==> config.mk <==
export PLATFORM = sky130hd
export DESIGN_NAME = resource_grant_table_flat
export DESIGN_NICKNAME = d
export VERILOG_FILES = /design/src/hdl/rgt_pkg.sv /design/src/hdl/rgt_chan_if.sv /design/src/hdl/resource_grant_table.sv /design/src/hdl/rgt_controller.sv /design/src/hdl/rgt_datapath.sv /design/src/flat_wrapper.sv
export VERILOG_INCLUDE_DIRS = /design/src /design/src/hdl
export SDC_FILE = /design/constraint.sdc
export NUM_CORES = 2
export LEC_CHECK = 0
export BUFFER_PORTS_ARGS = -buffer_cell sky130_fd_sc_hd__clkbuf_2
export CAP_MARGIN = 10
export CELL_PAD_IN_SITES_DETAIL_PLACEMENT = 1
export CELL_PAD_IN_SITES_GLOBAL_PLACEMENT = 2
export CORE_ASPECT_RATIO = 0.8
export CORE_UTILIZATION = 40
export DETAILED_ROUTE_END_ITERATION = 16
export GPL_ROUTABILITY_DRIVEN = 0
export PLACE_DENSITY = 0.66
export SLEW_MARGIN = 20
export SYNTH_ARGS = -nofsm -noshare
export SYNTH_HDL_FRONTEND = slang
export SYNTH_SLANG_ARGS = --single-unit
==> constraint.sdc <==
create_clock -name clk_i -period 9.91 [get_ports clk_i]
set_clock_uncertainty 0.05 [all_clocks]
set_input_delay 0.4955 -clock clk_i [delete_from_list [all_inputs] [get_ports clk_i]]
set_output_delay 0.4955 -clock clk_i [all_outputs]
set_load 0.02 [all_outputs]
==> src/hdl/resource_grant_table_defines.svh <==
// Assertion macros used by the grant table controller
`ifndef RESOURCE_GRANT_TABLE_DEFINES_SVH
`define RESOURCE_GRANT_TABLE_DEFINES_SVH

// Same-cycle implication, sampled on clk_i, held off during reset
`define RGT_ASSERT_NOW(lbl, ante, cons, msg) \
  lbl: assert property (@(posedge clk_i) disable iff (!rst_ni) (ante) |-> (cons)) \
    else $error(msg);

// Next-cycle implication, sampled on clk_i, held off during reset
`define RGT_ASSERT_NEXT(lbl, ante, cons, msg) \
  lbl: assert property (@(posedge clk_i) disable iff (!rst_ni) (ante) |=> (cons)) \
    else $error(msg);

`endif

==> src/hdl/rgt_pkg.sv <==
// Constants, codes, payload and control types of the resource grant table
package rgt_pkg;

  // Table geometry
  localparam int MAX_PROCS = 16;
  localparam int MAX_RES   = 4;
  localparam int UNIT_BITS = 8;

  // Fixed field widths
  localparam int PROC_W  = 4;
  localparam int RES_W   = 2;
  localparam int FIELD_W = 8;
  localparam int CMD_W   = 2;
  localparam int STAT_W  = 3;
  localparam int CFG_W   = 3;
  localparam int CRED_N  = 4;
  localparam logic [CFG_W-1:0] CFG_RESET = 3'd4;

  // Derived widths
  localparam int DEPTH      = MAX_PROCS * MAX_RES;
  localparam int ROW_W      = (MAX_PROCS > 1) ? $clog2(MAX_PROCS) : 1;
  localparam int ADDR_W     = (DEPTH > 1) ? $clog2(DEPTH) : 1;
  localparam int IDX_W      = (MAX_RES > 1) ? $clog2(MAX_RES) : 1;
  localparam int CNT_W      = $clog2(MAX_RES + 1);
  localparam int PROC_STEPS = (1 << PROC_W) / MAX_PROCS;

  typedef enum logic [CMD_W-1:0] {
    CMD_REQUEST   = 2'd0,
    CMD_RELEASE   = 2'd1,
    CMD_LOAD_NEED = 2'd2,
    CMD_LOAD_FREE = 2'd3
  } cmd_e;

  typedef enum logic [STAT_W-1:0] {
    ST_GRANTED      = 3'd0,
    ST_UNSAFE       = 3'd1,
    ST_RELEASED     = 3'd2,
    ST_NOT_FINISHED = 3'd3,
    ST_LOADED       = 3'd4
  } status_e;

  typedef struct packed {
    logic [CMD_W-1:0]   command;
    logic [PROC_W-1:0]  process;
    logic [RES_W-1:0]   resource;
    logic [FIELD_W-1:0] amount;
    logic [FIELD_W-1:0] credit_0;
    logic [FIELD_W-1:0] credit_1;
    logic [FIELD_W-1:0] credit_2;
    logic [FIELD_W-1:0] credit_3;
  } req_t;

  typedef struct packed {
    logic [STAT_W-1:0]  status;
    logic [FIELD_W-1:0] granted_0;
    logic [FIELD_W-1:0] granted_1;
    logic [FIELD_W-1:0] granted_2;
    logic [FIELD_W-1:0] granted_3;
  } rsp_t;

  // Controller to datapath commands
  typedef struct packed {
    logic             latch;
    logic             do_load;
    logic             rd;
    logic             chk;
    logic             upd;
    logic             fin;
    logic [IDX_W-1:0] idx;
  } ctl_t;

  // Datapath to controller status
  typedef struct packed {
    cmd_e             cmd;
    logic [CNT_W-1:0] n_act;
    logic             fail;
  } sts_t;

  // Fold a process number onto the table rows by repeated subtraction
  function automatic logic [ROW_W-1:0] row_of(logic [PROC_W-1:0] p);
    logic [PROC_W:0] v;
    v = {1'b0, p};
    for (int k = 0; k < PROC_STEPS; k++) begin
      if (int'(v) >= MAX_PROCS) begin
        v = v - (PROC_W + 1)'(MAX_PROCS);
      end
    end
    return ROW_W'(v);
  endfunction

endpackage

==> src/hdl/rgt_chan_if.sv <==
// Valid/ready channel interfaces: request words, response words, configuration
interface rgt_req_if;
  logic          valid;
  logic          ready;
  rgt_pkg::req_t data;
  modport source (output valid, output data, input ready);
  modport sink   (input valid, input data, output ready);
endinterface

interface rgt_rsp_if;
  logic          valid;
  logic          ready;
  rgt_pkg::rsp_t data;
  modport source (output valid, output data, input ready);
  modport sink   (input valid, input data, output ready);
endinterface

interface rgt_cfg_if;
  logic                       valid;
  logic                       ready;
  logic [rgt_pkg::CFG_W-1:0]  resource_count;
  modport source (output valid, output resource_count, input ready);
  modport sink   (input valid, input resource_count, output ready);
endinterface

==> src/hdl/resource_grant_table.sv <==
// Top level of the resource grant table: controller, datapath and channel ports
//
//  Port    Role   Word
//  req_i   sink   command, process, resource, amount, credit_0..credit_3
//  rsp_o   source status, granted_0..granted_3
//  cfg_i   sink   resource_count (always ready)
//
//  One word at a time. Request or release: a check pass over the n active types
//  (a read, then a check, per type through the single table read port), then an
//  update pass per type through the single write port; a refused word skips the
//  update pass. Loads, and words with no active types, go from dispatch straight to
//  finish with no passes. Reset clears the tables through per-entry valid bits,
//  with no clearing pass. A waiting response holds; the next word is taken
//  meanwhile and stalls only at its finish until the response is taken.
module resource_grant_table (
  input  logic   clk_i,
  input  logic   rst_ni,
  rgt_req_if.sink   req_i,
  rgt_rsp_if.source rsp_o,
  rgt_cfg_if.sink   cfg_i
);

  rgt_pkg::ctl_t ctl;
  rgt_pkg::sts_t sts;

  assign cfg_i.ready = 1'b1;

  rgt_controller u_ctrl (
    .clk_i       (clk_i),
    .rst_ni      (rst_ni),
    .in_valid_i  (req_i.valid),
    .in_ready_o  (req_i.ready),
    .out_valid_o (rsp_o.valid),
    .out_ready_i (rsp_o.ready),
    .sts_i       (sts),
    .ctl_o       (ctl)
  );

  rgt_datapath u_dp (
    .clk_i       (clk_i),
    .rst_ni      (rst_ni),
    .ctl_i       (ctl),
    .sts_o       (sts),
    .req_data_i  (req_i.data),
    .cfg_valid_i (cfg_i.valid),
    .cfg_data_i  (cfg_i.resource_count),
    .rsp_data_o  (rsp_o.data)
  );

endmodule

==> src/hdl/rgt_controller.sv <==
// Sequencer of the grant table: dispatch, check pass, update pass, result hand-off
`include "resource_grant_table_defines.svh"

module rgt_controller (
  input  logic          clk_i,
  input  logic          rst_ni,
  input  logic          in_valid_i,
  output logic          in_ready_o,
  output logic          out_valid_o,
  input  logic          out_ready_i,
  input  rgt_pkg::sts_t sts_i,
  output rgt_pkg::ctl_t ctl_o
);

  typedef enum logic [2:0] {
    S_IDLE,
    S_DISP,
    S_RD,
    S_CHK,
    S_UPD,
    S_FIN
  } state_e;

  state_e                    state_q;
  logic [rgt_pkg::IDX_W-1:0] idx_q;
  logic                      out_valid_q;
  logic                      last;
  logic                      is_load;

  // Last active type reached
  assign last = (rgt_pkg::CNT_W'(idx_q) + rgt_pkg::CNT_W'(1)) == sts_i.n_act;
  assign is_load = (sts_i.cmd == rgt_pkg::CMD_LOAD_NEED) ||
                   (sts_i.cmd == rgt_pkg::CMD_LOAD_FREE);

  // Decode commands from state
  always_comb begin
    ctl_o         = '0;
    ctl_o.latch   = (state_q == S_IDLE) && in_valid_i;
    ctl_o.do_load = (state_q == S_DISP) && is_load;
    ctl_o.rd      = (state_q == S_RD);
    ctl_o.chk     = (state_q == S_CHK);
    ctl_o.upd     = (state_q == S_UPD) && !sts_i.fail;
    ctl_o.fin     = (state_q == S_FIN) && (!out_valid_q || out_ready_i);
    ctl_o.idx     = idx_q;
  end

  assign in_ready_o  = (state_q == S_IDLE);
  assign out_valid_o = out_valid_q;

  // Advance state, type counter and result valid
  always_ff @(posedge clk_i or negedge rst_ni) begin
    if (!rst_ni) begin
      state_q     <= S_IDLE;
      idx_q       <= '0;
      out_valid_q <= 1'b0;
    end else begin
      if (ctl_o.fin) begin
        out_valid_q <= 1'b1;
      end else if (out_ready_i) begin
        out_valid_q <= 1'b0;
      end
      unique case (state_q)
        S_IDLE: begin
          if (in_valid_i) state_q <= S_DISP;
        end
        S_DISP: begin
          idx_q <= '0;
          if (is_load || (sts_i.n_act == '0)) begin
            state_q <= S_FIN;
          end else begin
            state_q <= S_RD;
          end
        end
        S_RD: begin
          state_q <= S_CHK;
        end
        S_CHK: begin
          if (last) begin
            idx_q   <= '0;
            state_q <= S_UPD;
          end else begin
            idx_q   <= idx_q + rgt_pkg::IDX_W'(1);
            state_q <= S_RD;
          end
        end
        S_UPD: begin
          if (sts_i.fail || last) begin
            idx_q   <= '0;
            state_q <= S_FIN;
          end else begin
            idx_q <= idx_q + rgt_pkg::IDX_W'(1);
          end
        end
        S_FIN: begin
          if (!out_valid_q || out_ready_i) state_q <= S_IDLE;
        end
        default: state_q <= S_IDLE;
      endcase
    end
  end

  `RGT_ASSERT_NEXT(a_rd_then_chk, state_q == S_RD, state_q == S_CHK, "read not followed by check")
  `RGT_ASSERT_NEXT(a_fin_valid, ctl_o.fin, out_valid_q, "result not raised after finish")
  `RGT_ASSERT_NOW(a_disp_after_accept, state_q == S_DISP, $past(in_valid_i && in_ready_o), "dispatch without accepted word")

endmodule

==> src/hdl/rgt_datapath.sv <==
// Grant table datapath: need/held memories, free counts, word and result registers
module rgt_datapath (
  input  logic                       clk_i,
  input  logic                       rst_ni,
  input  rgt_pkg::ctl_t              ctl_i,
  output rgt_pkg::sts_t              sts_o,
  input  rgt_pkg::req_t              req_data_i,
  input  logic                       cfg_valid_i,
  input  logic [rgt_pkg::CFG_W-1:0]  cfg_data_i,
  output rgt_pkg::rsp_t              rsp_data_o
);

  localparam int UB = rgt_pkg::UNIT_BITS;
  localparam int NR = rgt_pkg::MAX_RES;

  // Word registers
  rgt_pkg::cmd_e               cmd_q;
  logic [rgt_pkg::ROW_W-1:0]   row_q;
  logic [rgt_pkg::RES_W-1:0]   res_q;
  logic [UB-1:0]               amount_q;
  logic [UB-1:0]               credit_q [NR];

  // Per-item working state
  logic                        fail_q;
  logic [UB-1:0]               held_c_q [NR];
  logic [UB-1:0]               rem_c_q  [NR];
  logic [UB-1:0]               gnt_w_q  [NR];

  // Architectural state
  logic [UB-1:0]               free_q   [NR];
  logic [rgt_pkg::CFG_W-1:0]   count_q;
  logic [UB-1:0]               need_mem [rgt_pkg::DEPTH];
  logic [UB-1:0]               held_mem [rgt_pkg::DEPTH];
  logic [rgt_pkg::DEPTH-1:0]   need_vld_q;
  logic [rgt_pkg::DEPTH-1:0]   held_vld_q;
  logic [UB-1:0]               need_rd_q;
  logic [UB-1:0]               held_rd_q;
  logic                        need_rv_q;
  logic                        held_rv_q;

  // Result registers
  rgt_pkg::status_e            rstat_q;
  logic [UB-1:0]               rgnt_q   [rgt_pkg::CRED_N];

  logic [rgt_pkg::FIELD_W-1:0] cred_in  [rgt_pkg::CRED_N];
  logic [rgt_pkg::CNT_W-1:0]   n_act;
  logic [rgt_pkg::ADDR_W-1:0]  rd_addr;
  logic [rgt_pkg::ADDR_W-1:0]  ld_addr;
  logic [rgt_pkg::IDX_W-1:0]   res_idx;
  logic                        res_ok;
  logic [UB-1:0]               nd;
  logic [UB-1:0]               hd;
  logic [UB-1:0]               rem;
  logic                        fail_now;
  logic [UB-1:0]               grant_g;
  logic [UB:0]                 sum;
  logic [UB-1:0]               free_sat;
  logic                        grant_ok;
  rgt_pkg::status_e            stat_d;

  assign cred_in[0] = req_data_i.credit_0;
  assign cred_in[1] = req_data_i.credit_1;
  assign cred_in[2] = req_data_i.credit_2;
  assign cred_in[3] = req_data_i.credit_3;

  // Cap active types at the table width
  assign n_act = (int'(count_q) > NR) ? rgt_pkg::CNT_W'(NR) : rgt_pkg::CNT_W'(count_q);

  // Table addresses: row base plus type
  assign rd_addr = rgt_pkg::ADDR_W'(int'(row_q) * NR + int'(ctl_i.idx));
  assign ld_addr = rgt_pkg::ADDR_W'(int'(row_q) * NR + int'(res_q));
  assign res_ok  = int'(res_q) < NR;
  assign res_idx = rgt_pkg::IDX_W'(res_q);

  // Check step: entries never written read as zero
  assign nd  = need_rv_q ? need_rd_q : '0;
  assign hd  = held_rv_q ? held_rd_q : '0;
  assign rem = (nd > hd) ? (nd - hd) : '0;
  assign fail_now = (cmd_q == rgt_pkg::CMD_REQUEST) ? (rem > free_q[ctl_i.idx]) : (nd != hd);

  // Update step: grant the smaller of credit and remaining need, saturate on return
  assign grant_g  = (credit_q[ctl_i.idx] < rem_c_q[ctl_i.idx]) ?
                    credit_q[ctl_i.idx] : rem_c_q[ctl_i.idx];
  assign sum      = {1'b0, free_q[ctl_i.idx]} + {1'b0, held_c_q[ctl_i.idx]};
  assign free_sat = sum[UB] ? '1 : sum[UB-1:0];

  // Result code
  always_comb begin
    unique case (cmd_q)
      rgt_pkg::CMD_REQUEST:   stat_d = fail_q ? rgt_pkg::ST_UNSAFE : rgt_pkg::ST_GRANTED;
      rgt_pkg::CMD_RELEASE:   stat_d = fail_q ? rgt_pkg::ST_NOT_FINISHED : rgt_pkg::ST_RELEASED;
      rgt_pkg::CMD_LOAD_NEED: stat_d = rgt_pkg::ST_LOADED;
      rgt_pkg::CMD_LOAD_FREE: stat_d = rgt_pkg::ST_LOADED;
      default:                stat_d = rgt_pkg::ST_LOADED;
    endcase
  end
  assign grant_ok = (cmd_q == rgt_pkg::CMD_REQUEST) && !fail_q;

  // Capture word, cache check results, load result registers
  always_ff @(posedge clk_i) begin
    if (ctl_i.latch) begin
      cmd_q    <= rgt_pkg::cmd_e'(req_data_i.command);
      row_q    <= rgt_pkg::row_of(req_data_i.process);
      res_q    <= req_data_i.resource;
      amount_q <= UB'(req_data_i.amount);
      for (int k = 0; k < NR; k++) begin
        credit_q[k] <= UB'(cred_in[k]);
      end
    end
    if (ctl_i.chk) begin
      held_c_q[ctl_i.idx] <= hd;
      rem_c_q[ctl_i.idx]  <= rem;
    end
    if (ctl_i.fin) begin
      rstat_q <= stat_d;
      for (int k = 0; k < rgt_pkg::CRED_N; k++) begin
        if (k < NR && grant_ok) begin
          rgnt_q[k] <= gnt_w_q[k];
        end else begin
          rgnt_q[k] <= '0;
        end
      end
    end
  end

  // Need and held memories with registered read
  always_ff @(posedge clk_i) begin
    if (ctl_i.do_load && res_ok && (cmd_q == rgt_pkg::CMD_LOAD_NEED)) begin
      need_mem[ld_addr] <= amount_q;
    end
    if (ctl_i.upd && (cmd_q == rgt_pkg::CMD_REQUEST)) begin
      held_mem[rd_addr] <= held_c_q[ctl_i.idx] + grant_g;
    end
    if (ctl_i.rd) begin
      need_rd_q <= need_mem[rd_addr];
      held_rd_q <= held_mem[rd_addr];
      need_rv_q <= need_vld_q[rd_addr];
      held_rv_q <= held_vld_q[rd_addr];
    end
  end

  // Free counts, entry valid bits, fail flag, working grants, type count
  always_ff @(posedge clk_i or negedge rst_ni) begin
    if (!rst_ni) begin
      count_q    <= rgt_pkg::CFG_RESET;
      fail_q     <= 1'b0;
      need_vld_q <= '0;
      held_vld_q <= '0;
      for (int k = 0; k < NR; k++) begin
        free_q[k]  <= '0;
        gnt_w_q[k] <= '0;
      end
    end else begin
      if (cfg_valid_i) count_q <= cfg_data_i;
      if (ctl_i.latch) begin
        fail_q <= 1'b0;
        for (int k = 0; k < NR; k++) begin
          gnt_w_q[k] <= '0;
        end
      end
      if (ctl_i.chk && fail_now) fail_q <= 1'b1;
      if (ctl_i.do_load && res_ok) begin
        unique case (cmd_q)
          rgt_pkg::CMD_LOAD_NEED: need_vld_q[ld_addr] <= 1'b1;
          rgt_pkg::CMD_LOAD_FREE: free_q[res_idx] <= amount_q;
          rgt_pkg::CMD_REQUEST:   ;
          rgt_pkg::CMD_RELEASE:   ;
          default:                ;
        endcase
      end
      if (ctl_i.upd) begin
        if (cmd_q == rgt_pkg::CMD_REQUEST) begin
          free_q[ctl_i.idx]  <= free_q[ctl_i.idx] - grant_g;
          gnt_w_q[ctl_i.idx] <= grant_g;
          held_vld_q[rd_addr] <= 1'b1;
        end else begin
          free_q[ctl_i.idx]   <= free_sat;
          held_vld_q[rd_addr] <= 1'b0;
        end
      end
    end
  end

  assign sts_o.cmd   = cmd_q;
  assign sts_o.n_act = n_act;
  assign sts_o.fail  = fail_q;

  assign rsp_data_o.status    = rstat_q;
  assign rsp_data_o.granted_0 = rgt_pkg::FIELD_W'(rgnt_q[0]);
  assign rsp_data_o.granted_1 = rgt_pkg::FIELD_W'(rgnt_q[1]);
  assign rsp_data_o.granted_2 = rgt_pkg::FIELD_W'(rgnt_q[2]);
  assign rsp_data_o.granted_3 = rgt_pkg::FIELD_W'(rgnt_q[3]);

endmodule

==> src/flat_wrapper.sv <==
// flat-port wrapper written by rule: the top's interface ports become plain ports
module resource_grant_table_flat 
  (clk_i, rst_ni, req_i_valid, req_i_data, req_i_ready, rsp_o_valid, rsp_o_data, rsp_o_ready, cfg_i_valid, cfg_i_resource_count, cfg_i_ready);
  rgt_req_if req_i_i ();
  rgt_rsp_if rsp_o_i ();
  rgt_cfg_if cfg_i_i ();
  input  logic clk_i;
  input  logic rst_ni;
  input wire logic [$bits(req_i_i.valid)-1:0] req_i_valid;
  input wire logic [$bits(req_i_i.data)-1:0] req_i_data;
  output wire logic [$bits(req_i_i.ready)-1:0] req_i_ready;
  output wire logic [$bits(rsp_o_i.valid)-1:0] rsp_o_valid;
  output wire logic [$bits(rsp_o_i.data)-1:0] rsp_o_data;
  input wire logic [$bits(rsp_o_i.ready)-1:0] rsp_o_ready;
  input wire logic [$bits(cfg_i_i.valid)-1:0] cfg_i_valid;
  input wire logic [$bits(cfg_i_i.resource_count)-1:0] cfg_i_resource_count;
  output wire logic [$bits(cfg_i_i.ready)-1:0] cfg_i_ready;
  assign req_i_i.valid = req_i_valid;
  assign req_i_i.data = req_i_data;
  assign req_i_ready = req_i_i.ready;
  assign rsp_o_valid = rsp_o_i.valid;
  assign rsp_o_data = rsp_o_i.data;
  assign rsp_o_i.ready = rsp_o_ready;
  assign cfg_i_i.valid = cfg_i_valid;
  assign cfg_i_i.resource_count = cfg_i_resource_count;
  assign cfg_i_ready = cfg_i_i.ready;
  resource_grant_table u_core (.clk_i(clk_i), .rst_ni(rst_ni), .req_i(req_i_i), .rsp_o(rsp_o_i), .cfg_i(cfg_i_i));
endmodule
==> impl_metrics.toml <==
[timing]
hold_violation_total_from_the_final_report = 0
timing_worst_slew_pin_value_ns = 1.20
fin_ws_ns = 3.50
min_period_over_period_pct = 64.7
timing.max_slew.rel_slack_pct = 19.6
min_period_ns = 6.41
number_of_setup_violations_in_the_final_report = 0
maxClockFrequency_mhz = 156
fin_setup_tns_ns = 0
unrepaired_setup_endpoints_after_global_routing = "no"
drv_slew = 0

[setup_path]
startpoint_type = "flip-flop"
worst_r2r_path_depth = 17
crit_start = "u_core.u_ctrl.idx_q[0]$_DFFE_PN0P_"
r2r-start = "u_core.u_ctrl.idx_q[0]$_DFFE_PN0P_"
crit_path_end_kind = "flip-flop"
register_to_register_setup_slack_ns = 3.50
arrival_time_of_the_worst_setup_path_ns = 6.85
reg2reg_to = "u_core.u_dp.held_mem[44][6]$_DFFE_PP_"
path_max_fanout = 64
timing_worst_setup_path_type = "flip-flop to flip-flop"
timing.critical_path.required_ns = 10.35
timing.critical_path.to = "u_core.u_dp.held_mem[44][6]$_DFFE_PP_"

[floorplanning]
ioPinCount = 94
overall_die_area_um2 = 135000
starting_density_of_the_core_pct = 40.5
overall_die_width_um = 411
core.rowCount = 119
die_height_um = 329
design.core.area_um2 = 132000

[logic_synthesis]
synthFlopType = "sky130_fd_sc_hd__edfxtp_1"
yosys.cell_types.count = 66
seq_area_frac_synth_pct = 76.0
mappedNetlistNets = 3476
post_synth_inst_count = 3370
asr_flop_ratio_synth_pct = 14.5
synthesis.area_per_instance_um2 = 15.9
synth_enable_flop_cells = 1181
yosys_warnings = 0
yosys_reg_bits = 1391
mappedNetlistArea_um2 = 53500

[cts]
clkSinkCount = 1391
cts_repair_resize_count = 0
clkTransAtPathRegs_ns = 0.06
cts_tree = "done"
cts_buffers = 143
ctsHtreeMaxLevel = 4
cts_root_buf = "sky130_fd_sc_hd__clkbuf_16"
cts_buffer_depth = 3
worstSkewPairLatency_ns = 0.78

[finish]
num-nets-final = 3624
syn2layout_area_growth_pct = 14.6
post_route_cells_drive_above_1_share_pct = 14.9
final_util_pct = 46.4

[drt]
drt_pre_antenna_iters = 5
num_vias = 32426
antenna_left = 0
1st_iter_drt_viols = 3148
aggregate_routed_wire_length_mm = 165
vias_per_cell = 6.02
route.detailed.drc = 0
wl_per_cell_um = 30.7

[hold_path]
hold_path_startpoint = "req_i_valid"
worst_hold_path_type = "input pin to flip-flop"
min_path_cells = 5

[power_and_ir_drop]
vdd.ir_drop.worst_v = 0.000717
power.static_leakage_nw = 20.4
power_mw = 21.8
pwr_density_cell_nw_per_um2 = 356

[global_routing]
grt_start_max_net_pins = 103
use_met3_pct = 3.58
grt.met1_usage_pct = 34.5
globalRouteMet2Util_pct = 38.7
globalRoute.busiestLayer = "met2"
grt_pass1_wl_mm = 239
vias_in_the_first_global_route = 34022
globalRoute.totalOverflow = 0
antenna_found_initial = 2
globalRouteTotalUtil_pct = 24.4

[place]
port-buffer-count = 92
detailed_place_hpwl_mm = 95.5
pre_cts_ws_ns = 3.36

[flow_run]
max_cap_viol_count = 0

[run_status]
outcome = "finished clean"
[state kept, by name (all words and copies together) (netlist names), 4 cells and up, named ones only]
register and flops:
u_core.u_dp.held_mem 512, u_core.u_dp.need_mem 512, u_core.u_dp.need_vld_q 64, u_core.u_dp.credit_q 32, u_core.u_dp.free_q 32, u_core.u_dp.gnt_w_q 32
u_core.u_dp.held_c_q 32, u_core.u_dp.rem_c_q 32, u_core.u_dp.rgnt_q 32, u_core.u_dp.amount_q 8, u_core.u_dp.held_rd_q 8, u_core.u_dp.need_rd_q 8
u_core.u_dp.row_q 4
[cells in the mapped netlist, types with 39 or more instances]
cell type	number	share of area, %
sky130_fd_sc_hd__a21oi_1	68	0.64
sky130_fd_sc_hd__a221oi_1	60	0.98
sky130_fd_sc_hd__a22o_1	61	1.0
sky130_fd_sc_hd__a22oi_1	458	6.4
sky130_fd_sc_hd__a31oi_1	60	0.70
sky130_fd_sc_hd__a41oi_1	55	0.90
sky130_fd_sc_hd__clkbuf_1	175	1.2
sky130_fd_sc_hd__dfrtp_1	201	9.4
sky130_fd_sc_hd__edfxtp_1	1181	66
sky130_fd_sc_hd__ha_1	48	1.1
sky130_fd_sc_hd__inv_1	46	0.32
sky130_fd_sc_hd__nand2_1	104	0.73
sky130_fd_sc_hd__nand3_1	62	0.58
sky130_fd_sc_hd__nor2_1	172	1.2
sky130_fd_sc_hd__nor2b_1	39	0.46
sky130_fd_sc_hd__o21ai_0	212	2.0
sky130_fd_sc_hd__or2_2	70	0.82
[power by group]
group | internal (mW) | switching, mW | leakage, nW
logic | 1.71 | 5.31 | 4.64
clock network | 3.01 | 2.32 | 2.25
registers | 9.33 | 0.168 | 13.5
total | 14.0 | 7.80 | 20.4
[worst max-delay path: stages, from the launching register on]
cell	delay (ns)
sky130_fd_sc_hd__dfrtp_2	0.73
sky130_fd_sc_hd__buf_4	0.55
sky130_fd_sc_hd__mux4_2	0.57
sky130_fd_sc_hd__inv_1	0.09
sky130_fd_sc_hd__ha_1	0.25
sky130_fd_sc_hd__a21oi_1	0.16
sky130_fd_sc_hd__a21oi_1	0.12
sky130_fd_sc_hd__a211oi_4	0.63
sky130_fd_sc_hd__nor2_1	0.11
sky130_fd_sc_hd__a21oi_1	0.74
sky130_fd_sc_hd__inv_1	0.11
sky130_fd_sc_hd__ha_1	0.37
sky130_fd_sc_hd__nand2_1	0.08
sky130_fd_sc_hd__o21ai_0	0.24
sky130_fd_sc_hd__nor4_1	0.08
sky130_fd_sc_hd__nor3_1	0.48
sky130_fd_sc_hd__xor2_4	0.17
sky130_fd_sc_hd__buf_4	0.48
[routing by layer]
layer,routed length [um],vias to the layer above
met1,72800,17135
met2,77700,1206
met3,9900,280
li1,-,13803
met5,20,-
met4,4680,2
[stage by stage]
step,hold slack [ns],instance area [um^2],cells
3_5_place_dp,0.399,56100,5071
6_report,0.0810,61300,5387
5_1_grt,0.0719,61300,5386
4_1_cts,0.0226,61300,5386
3_3_place_gp,0.388,56100,5071
2_1_floorplan,0.150,53500,3370
[how the worst min path moves through the flow]
stage	endpoint	slack [ns]
floorplan	async pin	0.15
global placement	u_core.u_dp.rgnt_q[2][7]$_SDFFE_PP0P_	0.39
detailed placement	u_core.u_dp.rgnt_q[2][2]$_SDFFE_PP0P_	0.40
CTS	u_core.u_ctrl.state_q[0]$_DFFE_PN0P_	0.02
global route	u_core.u_ctrl.state_q[0]$_DFFE_PN0P_	0.07
finish	u_core.u_ctrl.state_q[0]$_DFFE_PN0P_	0.08
[kinds of logic (layout without fill, tap and decap cells)]
logic type      after synthesis  count (layout)  share of synthesized area, %
xor+xnor                     25              25                         0.409
simple gates                555             555                          5.06
fa+ha+maj                    52              52                          1.24
buf+inv                     262             524                          1.87
mux                          71              71                          2.16
compound gates             1013            1013                          13.2
flops                      1391            1391                          76.0
other cells                   1               2                       0.00701
[cells in the final DEF, fill, tap and decap left out, types with 33 or more instances in the layout]
cell	count
sky130_fd_sc_hd__clkbuf_1	33
sky130_fd_sc_hd__dfrtp_1	199
sky130_fd_sc_hd__nand4_1	35
sky130_fd_sc_hd__a21oi_1	66
sky130_fd_sc_hd__nand3_1	62
sky130_fd_sc_hd__nand2_1	104
sky130_fd_sc_hd__nor2b_1	38
sky130_fd_sc_hd__a22oi_1	458
sky130_fd_sc_hd__o21ai_0	212
sky130_fd_sc_hd__a31oi_1	60
sky130_fd_sc_hd__dlygate4sd3_1	56
sky130_fd_sc_hd__clkbuf_2	91
sky130_fd_sc_hd__clkbuf_16	144
sky130_fd_sc_hd__or2_2	70
sky130_fd_sc_hd__edfxtp_1	1181
sky130_fd_sc_hd__a22o_1	61
sky130_fd_sc_hd__buf_4	64
sky130_fd_sc_hd__nor2_1	157
sky130_fd_sc_hd__inv_1	45
sky130_fd_sc_hd__ha_1	46
sky130_fd_sc_hd__a221oi_1	60
sky130_fd_sc_hd__a41oi_1	55
[layout make-up]
class                           count  area (um^2)
Fill cell                       12708        70900
Sequential cell                  1391        40700
Multi-Input combinational cell   1717        12000
Clock buffer                      193         3950
Tap cell                         1754         2190
Timing Repair Buffer              218         1620
Clock inverter                     66          667
Inverter                           47          178
Antenna cell                        1         2.50
[timing repair]
item	4_1_cts	5_1_grt
hold buffers	56	0
hold endpoints to repair	124	0
buffers inserted	0	0
No activity file was read; power rests on OpenSTA's default activity.
